## config.mk

```make
export PLATFORM = sky130hd
export DESIGN_NAME = infix_to_postfix_converter_unit_flat
export DESIGN_NICKNAME = d
export VERILOG_FILES = /design/src/rtl/core/i2p_pkg.sv /design/src/rtl/core/i2p_ifs.sv /design/src/rtl/core/i2p_cell.sv /design/src/rtl/core/i2p_stack.sv /design/src/rtl/core/infix_to_postfix_converter_unit.sv /design/src/flat_wrapper.sv
export VERILOG_INCLUDE_DIRS = /design/src /design/src/rtl/core
export SDC_FILE = /design/constraint.sdc
export NUM_CORES = 1
export LEC_CHECK = 0
export BUFFER_PORTS_ARGS = -buffer_cell sky130_fd_sc_hd__buf_4
export CAP_MARGIN = 0
export CORE_AREA = 5 5 157 159
export DETAILED_ROUTE_END_ITERATION = 10
export DIE_AREA = 0 0 162 164
export GPL_ROUTABILITY_DRIVEN = 0
export MAX_ROUTING_LAYER = met4
export PLACE_DENSITY = 0.8
export RECOVER_POWER = 100
export SYNTH_ARGS = -nofsm -noshare
export SYNTH_HDL_FRONTEND = slang
export SYNTH_HIERARCHICAL = 1
export SYNTH_SLANG_ARGS = --single-unit
```

## constraint.sdc

```tcl
create_clock -name i_clk -period 4.54 [get_ports i_clk]
set_input_delay 0.454 -clock i_clk [delete_from_list [all_inputs] [get_ports i_clk]]
set_output_delay 0.454 -clock i_clk [all_outputs]
set_load 0.02 [all_outputs]
```

## src/rtl/core/infix_to_postfix_converter_unit_assert.svh

```systemverilog
// assertion macros for the infix to postfix converter
`ifndef INFIX_TO_POSTFIX_CONVERTER_UNIT_ASSERT_SVH
`define INFIX_TO_POSTFIX_CONVERTER_UNIT_ASSERT_SVH
`ifndef SYNTHESIS
// same-cycle implication
`define I2P_ASSERT_NOW(label, clk, rst_n, ante, cons) \
    label: assert property (@(posedge clk) disable iff (!rst_n) (ante) |-> (cons)) \
        else $error("assertion failed");
// next-cycle implication
`define I2P_ASSERT_NEXT(label, clk, rst_n, ante, cons) \
    label: assert property (@(posedge clk) disable iff (!rst_n) (ante) |=> (cons)) \
        else $error("assertion failed");
`else
`define I2P_ASSERT_NOW(label, clk, rst_n, ante, cons)
`define I2P_ASSERT_NEXT(label, clk, rst_n, ante, cons)
`endif
`endif

```

## src/rtl/core/i2p_pkg.sv

```systemverilog
// shared constants, types and functions of the infix to postfix converter
`default_nettype none
package i2p_pkg;
    localparam int CHAR_W      = 8;
    localparam int STACK_DEPTH = 32;
    localparam int CNT_W       = $clog2(STACK_DEPTH + 1);
    localparam int RANK_W      = 3;

    localparam logic [CHAR_W-1:0] CH_CARET  = 8'h5E;
    localparam logic [CHAR_W-1:0] CH_STAR   = 8'h2A;
    localparam logic [CHAR_W-1:0] CH_SLASH  = 8'h2F;
    localparam logic [CHAR_W-1:0] CH_PLUS   = 8'h2B;
    localparam logic [CHAR_W-1:0] CH_MINUS  = 8'h2D;
    localparam logic [CHAR_W-1:0] CH_LPAREN = 8'h28;
    localparam logic [CHAR_W-1:0] CH_RPAREN = 8'h29;

    // stack shift control, one per cycle for the whole cell row
    typedef struct packed {
        logic push;
        logic pop;
    } t_stk_ctrl;

    // precedence plus one: '^' 4, '*' '/' 3, '+' '-' 2, all else 0
    function automatic logic [RANK_W-1:0] rank_of(input logic [CHAR_W-1:0] c);
        logic [RANK_W-1:0] r;
        r = '0;
        if (c == CH_CARET) begin
            r = 3'd4;
        end else if (c == CH_STAR || c == CH_SLASH) begin
            r = 3'd3;
        end else if (c == CH_PLUS || c == CH_MINUS) begin
            r = 3'd2;
        end
        return r;
    endfunction

    function automatic logic is_letter(input logic [CHAR_W-1:0] c);
        return (c >= 8'h61 && c <= 8'h7A) || (c >= 8'h41 && c <= 8'h5A);
    endfunction
endpackage
`default_nettype wire

```

## src/rtl/core/i2p_ifs.sv

```systemverilog
// request and result channel interfaces of the infix to postfix converter
`default_nettype none
interface i2p_in_if;
    import i2p_pkg::*;
    logic              valid;
    logic              ready;
    logic [CHAR_W-1:0] in_char;
    logic              end_of_expr;
    modport source (output valid, output in_char, output end_of_expr, input ready);
    modport sink   (input valid, input in_char, input end_of_expr, output ready);
endinterface

interface i2p_out_if;
    import i2p_pkg::*;
    logic              valid;
    logic              ready;
    logic [CHAR_W-1:0] out_char;
    logic              char_valid;
    logic              expr_done;
    logic              run_last;
    logic              overflowed;
    modport source (output valid, output out_char, output char_valid, output expr_done,
                    output run_last, output overflowed, input ready);
    modport sink   (input valid, input out_char, input char_valid, input expr_done,
                    input run_last, input overflowed, output ready);
endinterface
`default_nettype wire

```

## src/rtl/core/i2p_cell.sv

```systemverilog
// one operator stack cell: loads from the cell above on push, from below on pop
`default_nettype none
module i2p_cell (
    input  wire logic                      i_clk,
    input  wire i2p_pkg::t_stk_ctrl        i_ctrl,
    input  wire logic [i2p_pkg::CHAR_W-1:0] i_above,
    input  wire logic [i2p_pkg::CHAR_W-1:0] i_below,
    output logic      [i2p_pkg::CHAR_W-1:0] o_data
);
    import i2p_pkg::*;

    logic [CHAR_W-1:0] r_data;

    always_ff @(posedge i_clk) begin
        if (i_ctrl.push) begin
            r_data <= i_above;
        end else if (i_ctrl.pop) begin
            r_data <= i_below;
        end
    end

    assign o_data = r_data;
endmodule
`default_nettype wire

```

## src/rtl/core/i2p_stack.sv

```systemverilog
// operator stack as a row of shifting cells, top of stack in cell zero
`default_nettype none
module i2p_stack (
    input  wire logic                      i_clk,
    input  wire i2p_pkg::t_stk_ctrl        i_ctrl,
    input  wire logic [i2p_pkg::CHAR_W-1:0] i_push_data,
    output logic      [i2p_pkg::CHAR_W-1:0] o_top,
    output logic      [i2p_pkg::CHAR_W-1:0] o_second
);
    import i2p_pkg::*;

    logic [CHAR_W-1:0] cell_q [STACK_DEPTH];

    genvar g;
    generate
        for (g = 0; g < STACK_DEPTH; g++) begin : g_cell
            logic [CHAR_W-1:0] above;
            logic [CHAR_W-1:0] below;
            if (g == 0) begin : g_first
                assign above = i_push_data;
            end else begin : g_mid_a
                assign above = cell_q[g-1];
            end
            if (g == STACK_DEPTH - 1) begin : g_last
                assign below = '0;
            end else begin : g_mid_b
                assign below = cell_q[g+1];
            end
            i2p_cell u_cell (
                .i_clk   (i_clk),
                .i_ctrl  (i_ctrl),
                .i_above (above),
                .i_below (below),
                .o_data  (cell_q[g])
            );
        end
    endgenerate

    assign o_top    = cell_q[0];
    assign o_second = cell_q[1];
endmodule
`default_nettype wire

```

## src/rtl/core/infix_to_postfix_converter_unit.sv

```systemverilog
// top level of the shunting-yard infix to postfix converter
//
// takes one expression character per request and sends postfix characters on the
// result channel. letters pass straight out, '(' is stacked, ')' unwinds the stack
// down to the matching '(', other bytes unwind while their precedence is not above
// the top entry and are then stacked. a request with end_of_expr set drains the
// stack and closes with a terminator result (expr_done=1) that carries the sticky
// overflow flag; run_last marks the last result of each request. the operator stack
// is a row of STACK_DEPTH shifting cells with the top in cell zero, so one entry moves
// per cycle unless a pop waits on the result side. a request is accepted in the idle
// state and then acted on in the busy state, which pops the characters it sends to
// the result side one at a time and, for ')', drops the matching '(' in its final
// step. one result leaves per cycle through a single output register; a low ready
// on the result side holds the unit until that register frees up. a push onto a
// full stack is dropped and sets the overflow flag. no clearing pass is needed
// after reset: stack entries above the fill count are never read.
`default_nettype none
module infix_to_postfix_converter_unit (
    input  wire logic i_clk,
    input  wire logic i_rst_n,
    i2p_in_if.sink    i_in,
    i2p_out_if.source o_out
);
    import i2p_pkg::*;

    `include "infix_to_postfix_converter_unit_assert.svh"

    // control states
    localparam logic ST_IDLE = 1'b0;
    localparam logic ST_BUSY = 1'b1;

    // request classes, decoded at accept
    localparam logic [2:0] KIND_END    = 3'd0;
    localparam logic [2:0] KIND_LETTER = 3'd1;
    localparam logic [2:0] KIND_LPAREN = 3'd2;
    localparam logic [2:0] KIND_RPAREN = 3'd3;
    localparam logic [2:0] KIND_OTHER  = 3'd4;

    // control state
    logic              r_state, n_state;
    logic [2:0]        r_kind, n_kind;
    logic [CHAR_W-1:0] r_char, n_char;
    logic [RANK_W-1:0] r_rank, n_rank;
    logic [CNT_W-1:0]  r_count, n_count;
    logic              r_lost, n_lost;

    // output register
    logic              r_out_valid, n_out_valid;
    logic [CHAR_W-1:0] r_out_char;
    logic              r_out_cv;
    logic              r_out_done;
    logic              r_out_last;
    logic              r_out_ovf;

    // result to load this cycle
    logic              emit_en;
    logic [CHAR_W-1:0] emit_char;
    logic              emit_cv;
    logic              emit_done;
    logic              emit_last;
    logic              emit_ovf;

    t_stk_ctrl         stk_ctrl;
    logic [CHAR_W-1:0] stk_top;
    logic [CHAR_W-1:0] stk_second;
    logic              out_free;
    logic              cnt_nz;
    logic              cnt_one;
    logic              cnt_full;
    logic [RANK_W-1:0] top_rank;
    logic [RANK_W-1:0] second_rank;

    i2p_stack u_stack (
        .i_clk       (i_clk),
        .i_ctrl      (stk_ctrl),
        .i_push_data (r_char),
        .o_top       (stk_top),
        .o_second    (stk_second)
    );

    assign out_free    = !r_out_valid || o_out.ready;
    assign cnt_nz      = r_count != '0;
    assign cnt_one     = r_count == CNT_W'(1);
    assign cnt_full    = r_count == CNT_W'(STACK_DEPTH);
    assign top_rank    = rank_of(stk_top);
    assign second_rank = rank_of(stk_second);

    // no request is taken while reset is applied
    assign i_in.ready = i_rst_n && (r_state == ST_IDLE);

    always_comb begin
        n_state     = r_state;
        n_kind      = r_kind;
        n_char      = r_char;
        n_rank      = r_rank;
        n_count     = r_count;
        n_lost      = r_lost;
        n_out_valid = r_out_valid && !o_out.ready;
        stk_ctrl    = '0;
        emit_en     = 1'b0;
        emit_char   = stk_top;
        emit_cv     = 1'b1;
        emit_done   = 1'b0;
        emit_last   = 1'b0;
        emit_ovf    = 1'b0;

        unique case (r_state)
            ST_IDLE: begin
                if (i_in.valid) begin
                    n_state = ST_BUSY;
                    n_char  = i_in.in_char;
                    n_rank  = rank_of(i_in.in_char);
                    if (i_in.end_of_expr) begin
                        n_kind = KIND_END;
                    end else if (is_letter(i_in.in_char)) begin
                        n_kind = KIND_LETTER;
                    end else if (i_in.in_char == CH_LPAREN) begin
                        n_kind = KIND_LPAREN;
                    end else if (i_in.in_char == CH_RPAREN) begin
                        n_kind = KIND_RPAREN;
                    end else begin
                        n_kind = KIND_OTHER;
                    end
                end
            end
            ST_BUSY: begin
                unique case (r_kind)
                    KIND_END: begin
                        if (out_free) begin
                            emit_en = 1'b1;
                            if (cnt_nz) begin
                                // drain one entry, terminator still to come
                                stk_ctrl.pop = 1'b1;
                                n_count      = r_count - CNT_W'(1);
                            end else begin
                                emit_char = '0;
                                emit_cv   = 1'b0;
                                emit_done = 1'b1;
                                emit_last = 1'b1;
                                emit_ovf  = r_lost;
                                n_lost    = 1'b0;
                                n_state   = ST_IDLE;
                            end
                        end
                    end
                    KIND_LETTER: begin
                        if (out_free) begin
                            emit_en   = 1'b1;
                            emit_char = r_char;
                            emit_last = 1'b1;
                            n_state   = ST_IDLE;
                        end
                    end
                    KIND_LPAREN: begin
                        if (cnt_full) begin
                            n_lost = 1'b1;
                        end else begin
                            stk_ctrl.push = 1'b1;
                            n_count       = r_count + CNT_W'(1);
                        end
                        n_state = ST_IDLE;
                    end
                    KIND_RPAREN: begin
                        if (cnt_nz && stk_top != CH_LPAREN) begin
                            if (out_free) begin
                                emit_en      = 1'b1;
                                emit_last    = cnt_one || (stk_second == CH_LPAREN);
                                stk_ctrl.pop = 1'b1;
                                n_count      = r_count - CNT_W'(1);
                            end
                        end else begin
                            // drop the matching '(' if there is one
                            if (cnt_nz) begin
                                stk_ctrl.pop = 1'b1;
                                n_count      = r_count - CNT_W'(1);
                            end
                            n_state = ST_IDLE;
                        end
                    end
                    KIND_OTHER: begin
                        if (cnt_nz && r_rank <= top_rank) begin
                            if (out_free) begin
                                emit_en      = 1'b1;
                                emit_last    = cnt_one || (r_rank > second_rank);
                                stk_ctrl.pop = 1'b1;
                                n_count      = r_count - CNT_W'(1);
                            end
                        end else begin
                            if (cnt_full) begin
                                n_lost = 1'b1;
                            end else begin
                                stk_ctrl.push = 1'b1;
                                n_count       = r_count + CNT_W'(1);
                            end
                            n_state = ST_IDLE;
                        end
                    end
                    default: begin
                        n_state = ST_IDLE;
                    end
                endcase
            end
            default: begin
                n_state = ST_IDLE;
            end
        endcase

        if (emit_en) begin
            n_out_valid = 1'b1;
        end
    end

    // control registers
    always_ff @(posedge i_clk) begin
        if (!i_rst_n) begin
            r_state     <= ST_IDLE;
            r_count     <= '0;
            r_lost      <= 1'b0;
            r_out_valid <= 1'b0;
        end else begin
            r_state     <= n_state;
            r_count     <= n_count;
            r_lost      <= n_lost;
            r_out_valid <= n_out_valid;
        end
    end

    // request and result payload
    always_ff @(posedge i_clk) begin
        r_kind <= n_kind;
        r_char <= n_char;
        r_rank <= n_rank;
        if (emit_en) begin
            r_out_char <= emit_char;
            r_out_cv   <= emit_cv;
            r_out_done <= emit_done;
            r_out_last <= emit_last;
            r_out_ovf  <= emit_ovf;
        end
    end

    assign o_out.valid      = r_out_valid;
    assign o_out.out_char   = r_out_char;
    assign o_out.char_valid = r_out_cv;
    assign o_out.expr_done  = r_out_done;
    assign o_out.run_last   = r_out_last;
    assign o_out.overflowed = r_out_ovf;

    // fill count never passes the stack depth
    `I2P_ASSERT_NOW(a_count_bound, i_clk, i_rst_n, 1'b1, r_count <= CNT_W'(STACK_DEPTH))
    // a terminator carries no character and closes its request
    `I2P_ASSERT_NOW(a_term_shape, i_clk, i_rst_n, r_out_valid && r_out_done, !r_out_cv && r_out_last)
    // an accepted request is worked on in the next cycle
    `I2P_ASSERT_NEXT(a_accept_busy, i_clk, i_rst_n, i_in.valid && i_in.ready, r_state == ST_BUSY)
    // after a terminator is loaded the stack is empty and the flag is clear
    `I2P_ASSERT_NEXT(a_term_clean, i_clk, i_rst_n, emit_en && emit_done, r_count == '0 && !r_lost)
endmodule
`default_nettype wire
```

## src/flat_wrapper.sv

```systemverilog
// flat-port wrapper written by rule: the top's interface ports become plain ports
module infix_to_postfix_converter_unit_flat import i2p_pkg::*;
  (i_clk, i_rst_n, i_in_valid, i_in_in_char, i_in_end_of_expr, i_in_ready, o_out_valid, o_out_out_char, o_out_char_valid, o_out_expr_done, o_out_run_last, o_out_overflowed, o_out_ready);
  i2p_in_if i_in_i ();
  i2p_out_if o_out_i ();
  input  wire logic i_clk;
  input  wire logic i_rst_n;
  input wire logic [$bits(i_in_i.valid)-1:0] i_in_valid;
  input wire logic [$bits(i_in_i.in_char)-1:0] i_in_in_char;
  input wire logic [$bits(i_in_i.end_of_expr)-1:0] i_in_end_of_expr;
  output wire logic [$bits(i_in_i.ready)-1:0] i_in_ready;
  output wire logic [$bits(o_out_i.valid)-1:0] o_out_valid;
  output wire logic [$bits(o_out_i.out_char)-1:0] o_out_out_char;
  output wire logic [$bits(o_out_i.char_valid)-1:0] o_out_char_valid;
  output wire logic [$bits(o_out_i.expr_done)-1:0] o_out_expr_done;
  output wire logic [$bits(o_out_i.run_last)-1:0] o_out_run_last;
  output wire logic [$bits(o_out_i.overflowed)-1:0] o_out_overflowed;
  input wire logic [$bits(o_out_i.ready)-1:0] o_out_ready;
  assign i_in_i.valid = i_in_valid;
  assign i_in_i.in_char = i_in_in_char;
  assign i_in_i.end_of_expr = i_in_end_of_expr;
  assign i_in_ready = i_in_i.ready;
  assign o_out_valid = o_out_i.valid;
  assign o_out_out_char = o_out_i.out_char;
  assign o_out_char_valid = o_out_i.char_valid;
  assign o_out_expr_done = o_out_i.expr_done;
  assign o_out_run_last = o_out_i.run_last;
  assign o_out_overflowed = o_out_i.overflowed;
  assign o_out_i.ready = o_out_ready;
  infix_to_postfix_converter_unit u_core (.i_clk(i_clk), .i_rst_n(i_rst_n), .i_in(i_in_i), .o_out(o_out_i));
endmodule
```

---- After elaboration in Yosys (flattened, before gate mapping) ----
Index checks and enable logic that the tools add are counted.
word-level totals
  flip-flop bits (word level) ............. 291
  output and inout port bits .............. 14
operators by class
  add/subtract/negate cells ............... 2
  magnitude comparators ................... 6
  equality and inequality tests ........... 28
  multiplexer cells ....................... 120
  bitwise operators ....................... 3
  reduce and logical (&&, ||, !) cells .... 31
operator list
  cell                                                 number
  two-way mux 8 bit                                    68
  equality test 8 x 6 -> 1 bit, second input constant  15
  two-way mux 6 bit                                    6
  two-way mux 1 bit                                    26
  equality test 8 x 7 -> 1 bit, second input constant  3
  case mux 6 bit (4 select lines)                      1
  two-way mux 3 bit                                    6
  >= comparator 8 x 7 -> 1 bit, second input constant  2
  <= comparator 8 x 7 -> 1 bit, second input constant  2
  case mux 8 bit (2 select lines)                      1
  logical OR 1 bit                                     10
  two-way mux 2 bit                                    5
  case mux 1 bit (3 select lines)                      3
  != test 8 x 6 -> 1 bit, second input constant        1
  case mux 1 bit (4 select lines)                      2
  adder 6 x 1 -> 6 bit, second input constant          1
  equality test 3 x 2 -> 1 bit, second input constant  2
  equality test 6 x 1 -> 1 bit, second input constant  1
  equality test 6 bit, second input constant           1
  logical AND 1 bit                                    6
  nonzero test 6 bit                                   1
  subtractor 6 x 1 -> 6 bit, second input constant     1
  AND reduction 5 bit                                  1
  != test 2 bit, second input constant                 2
  other kinds (17)                                     23

---- Depth between registers and ports, before layout ----
  word-level depth ........................ 12
  depth in mapped cells ................... 11

---- Cells and area by module ----
Netlist, hierarchy kept.
by module, submodules not included
  module                           instances  cells each  area an instance (um^2)
  i2p_cell                         32         18          377.9
  infix_to_postfix_converter_unit  1          223         2244.7
  i2p_stack                        1          1           3.8

---- Worst setup path before layout ----
No wires, ideal clock.
  path type ............................... reg-to-reg
  from .................................... reg u_core.u_stack.g_cell[0].u_cell.r_data[7]
  to ...................................... reg u_core.u_stack.g_cell[0].u_cell.r_data[0] (enable)
  setup time .............................. 330 ps
  arrival time ............................ 3728 ps
  path slack .............................. 483 ps
  stages on the path, launching flop included .. 11
  buffers on the path ..................... 1
  path through ............................ edfxtp_1 -> nor2b_1 -> nand3_1 -> or2_2 -> ha_1 -> a31oi_1 -> a221oi_2 -> nor2_1 -> and3_1 -> buf_6 -> or2_1
RTL lines
  element                 RTL line        source
  from (decl)             i2p_cell.sv:12  logic [CHAR_W-1:0] r_data;
  from (signal assigned)  i2p_cell.sv:16  r_data <= i_above;
  from (signal assigned)  i2p_cell.sv:18  r_data <= i_below;

==> Flow_metrics.wiki <==
{| class="wikitable"
! Metric !! Value
|-
| Die boundary height || 164 microns
|-
| Setup repair after global routing missed its margin || false
|-
| Flip-flop cell with the highest count after synthesis || edfxtp_1
|-
| Avg Cell Area, Syn || 17.9 sq um
|-
| Yosys top cell area share || 59.1%
|-
| Timing-limited maximum frequency || 242 MHz
|-
| Inserted Clock Buffers || 30
|-
| I/O pin count || 27
|-
| Clock slew seen by the registers of the worst setup and hold paths || 0.06 ns
|-
| Critical-path maximum fanout || 28
|-
| Net switching component of the power || 0.00127 W
|-
| Level count of the clock H-tree || 1
|-
| Transition at the pin with the smallest max-transition slack || 0.932 ns
|-
| Hold buffer count at CTS || 0
|-
| Diodes inserted || 0
|-
| Worst r2r dst || u_core/u_stack/g_cell[18].u_cell/o_data[3]$_DFFE_PP_
|-
| Clock period minus worst slack || 4.13 ns
|-
| Clock Path Buffers || 3
|-
| Async set-reset flop share out of synthesis || 0%
|-
| Worst hold-check path type || input port to flip-flop
|-
| Via total after detailed routing || 6945
|-
| Internal power component || 0.00454 W
|-
| Total power || 0.00581 W
|-
| Placement row count || 56
|-
| Clock latency on the worst-skew pair || 0.54 ns
|-
| Run status || finished clean
|-
| CTS tree || done
|-
| Average detailed-routed wire length per instance || 21.4 microns
|-
| Number of cells on the critical path || 11
|-
| CORE AREA || 23100 sq um
|-
| Type of the setup path with the least slack || flip-flop to flip-flop
|-
| Number of enable flip-flop cells after synthesis || 282
|-
| Dpl ws || 0.661 ns
|-
| Crit path cell chain || nor2b_1, nand3_1, or2_2, ha_1, a31oi_1, a221oi_1, nor2_1, and3_4, buf_12, clkbuf_2, mux2_4
|-
| Final net count || 874
|-
| Final Instance Area || 14700 sq um
|-
| Worst r2r src || u_core/u_stack/g_cell[0].u_cell/o_data[7]$_DFFE_PP_
|-
| Seq pwr share || 54.5%
|-
| Number of violations reported at the end of detailed-routing iteration 0 || 487
|-
| Netlist area before placement || 14300 sq um
|-
| Worst setup path startpoint || u_core/u_stack/g_cell[0].u_cell/o_data[7]$_DFFE_PP_
|-
| First-pass GRT wire length || 40300 microns
|-
| CTS Root Cell || clkbuf_16
|-
| Leading cell types in the layout, fill and taps excluded || 282 x edfxtp_1, 206 x mux2_1, 50 x mux2_4, 40 x clkbuf_1
|-
| Pleak || 4.87 nW
|-
| ANT nets after route || 0
|-
| Number of iterations in the first detailed-routing pass || 5
|-
| Final global-route overflow total || 0
|-
| Register area share after synthesis || 60.3%
|-
| Combined buffer and inverter count along the critical path || 2
|-
| Final number of max-transition violations || 0
|-
| Biggest area consumer among synthesized cells || edfxtp_1
|-
| Final worst-path cycle share || 90.9%
|-
| Number of warning messages in the yosys log || 6
|-
| R2R setup slack || 0.41 ns
|-
| Die outline area || 26600 sq um
|-
| Worst Reg-to-Reg Cells || 11
|-
| Ranking of synthesized cells by area || edfxtp_1 59%, mux2_4 27%, buf_6 2.6%
|-
| Placed Instance Area || 14800 sq um
|-
| Initial antenna violation count || 0
|-
| Count of max-cap constraint violations || 0
|-
| Peak supply drop || 0.000316 V
|-
| Critical Path RT || 4.83 ns
|-
| Slowest Stage Delay on Critical Path || 0.60 ns
|-
| Initial standard-cell utilization of the core || 62.0%
|-
| Setup tns final || 0 ns
|-
| Worst endpoint data arrival time || 4.42 ns
|-
| Most common cell after layout, fill and taps aside || edfxtp_1
|-
| Number of synthesized register bits || 291
|-
| Detailed-route DRC error count || 0
|-
| Sum of net half-perimeters after detailed placement || 17200 microns
|-
| Number of setup violations in the final report || 0
|-
| Die width || 162 microns
|-
| Total Routed Length || 24900 microns
|-
| Post CTS Setup Buffer Count || 0
|-
| Final hold vios || 0
|-
| Synthesized netlist cell count || 800
|-
| Filler cells || 1759
|-
| Vias per Instance || 5.97
|-
| Top Family by Delay on Critical Path || simple AND/OR/NAND/NOR gates
|-
| Max-slew headroom at the worst pin || 37.9%
|-
| Share of final-layout standard cells stronger than drive strength 1 || 13.3%
|-
| Pwr per Cell Area || 395 nW/um^2
|-
| Standard cell with the maximum stage delay on the critical path || clkbuf_2
|-
| Pin count of the biggest net entering global routing || 33
|-
| Worst setup endpoint || u_core/u_stack/g_cell[18].u_cell/o_data[3]$_DFFE_PP_
|-
| Fraction of power spent switching nets || 21.8%
|-
| Largest clock skew in the final design || 0.0111 ns
|-
| Number of gates given a new drive strength after cts || 0
|-
| Final Worst Setup Slack || 0.413 ns
|-
| Post-synth cell types || 65
|-
| Clock network power share || 39.0%
|-
| Number of global-route vias before repair || 7173
|-
| Startpoint types || flip-flop
|-
| Total routing resource utilization after global routing || 19.3%
|-
| Area growth, synth to finish || 2.56%
|-
| Number of sinks on the clock net || 291
|-
| Element type at the critical path end || flip-flop
|-
| Number of buffers inserted by port buffering || 26
|-
| Logic gate share of total power || 6.6%
|}
## how the worst min path moves through the flow
stage / startpoint / endpoint / slack (ns) / depth (start not counted)
2_1_floorplan: u_core/r_lost$_SDFFE_PN0P_ / u_core/r_lost$_SDFFE_PN0P_ / 0.46 / 1
3_3_place_gp: u_core/r_lost$_SDFFE_PN0P_ / u_core/r_lost$_SDFFE_PN0P_ / 0.48 / 1
3_5_place_dp: u_core/r_lost$_SDFFE_PN0P_ / u_core/r_lost$_SDFFE_PN0P_ / 0.48 / 1
4_1_cts: i_in_in_char[5] / u_core/r_char[5]$_DFFE_PP_ / 0.09 / 1
5_1_grt: i_in_in_char[6] / u_core/r_char[6]$_DFFE_PP_ / 0.17 / 1
6_report: i_in_in_char[4] / u_core/r_char[4]$_DFFE_PP_ / 0.19 / 1
## power by group through the flow
stage / clock network, W / registers, W / logic [W]
global placement: 0 / 0.00322 / 0.000482
global route: 0.00244 / 0.00317 / 0.000417
CTS: 0.00233 / 0.00317 / 0.000509
floorplan: 0 / 0.00319 / 0.000424
detailed placement: 0 / 0.00323 / 0.000504
finish: 0.00226 / 0.00316 / 0.000382
## layout make-up
type | instances | area [sq um] | share of cell area, %
clock buffer | 33 | 783 | 5.33
timing repair buffer | 52 | 288 | 1.96
clock inverter | 21 | 123 | 0.834
tap | 290 | 363 | 2.47
sequential | 291 | 8650 | 58.8
inverter | 8 | 30.0 | 0.204
multi-input combinational | 468 | 4470 | 30.4
## registers in the layout (all words and copies together) (netlist names)
name,cells
u_core/o_out.char_valid,1
u_core/o_out.expr_done,1
u_core/o_out.out_char,8
u_core/o_out.overflowed,1
u_core/o_out.run_last,1
u_core/o_out.valid,1
u_core/r_char,8
u_core/r_count,6
u_core/r_kind,3
u_core/r_lost,1
u_core/r_rank,3
u_core/r_state,1
u_core/u_stack/g_cell.u_cell/o_data,256
## cell families (layout without fill, tap and decap cells)
| group | count (synthesis) | count (layout) | synth area share, % |
|---|---|---|---|
| XOR/XNOR | 4 | 4 | 0.244 |
| AND/OR/NAND/NOR | 119 | 119 | 4.75 |
| multiplexers | 260 | 260 | 27.1 |
| flip-flops | 291 | 291 | 60.3 |
| adder cells (fa/ha/maj) | 10 | 10 | 0.873 |
| buffers and inverters | 48 | 114 | 3.05 |
| AO/OA/AOI/OAI | 67 | 67 | 3.66 |
| other | 1 | 8 | 0.0262 |
## metrics by stage
stage	std cells	util [%]	hold slack, ns
after global placement	1109	64.2	0.477
after global routing	1163	63.6	0.175
after floorplan	807	-	0.464
after detailed placement	1109	64.2	0.483
after CTS	1163	68.1	0.0926
final	1163	63.6	0.194
## routing by layer
layer	up-vias	wire length [microns]	track usage, %	part of all wire [%]
li1	3215	-	-	-
met1	3518	11300	26.0	45
met2	168	12300	32.4	49
met3	44	940	2.74	3.8
met4	0	393	3.58	1.6
met5	-	0	-	0
## cells in the mapped netlist (3+ instances only)
| cell type | instances |
|---|---|
| a21oi_1 | 11 |
| a221oi_2 | 3 |
| a22o_1 | 8 |
| a31oi_1 | 9 |
| buf_6 | 33 |
| dfxtp_1 | 9 |
| edfxtp_1 | 282 |
| ha_1 | 10 |
| inv_1 | 8 |
| mux2_4 | 256 |
| mux2i_1 | 4 |
| nand2_1 | 13 |
| nand2b_1 | 3 |
| nand3_1 | 4 |
| nand3b_1 | 4 |
| nand4_1 | 4 |
| nor2_1 | 23 |
| nor2b_1 | 6 |
| nor3_1 | 7 |
| nor4_1 | 3 |
| o21a_1 | 3 |
| o21ai_0 | 7 |
| or2_1 | 32 |
| or2_2 | 3 |
| xnor2_1 | 3 |
Note: power is estimated with default switching activity, not from simulation.
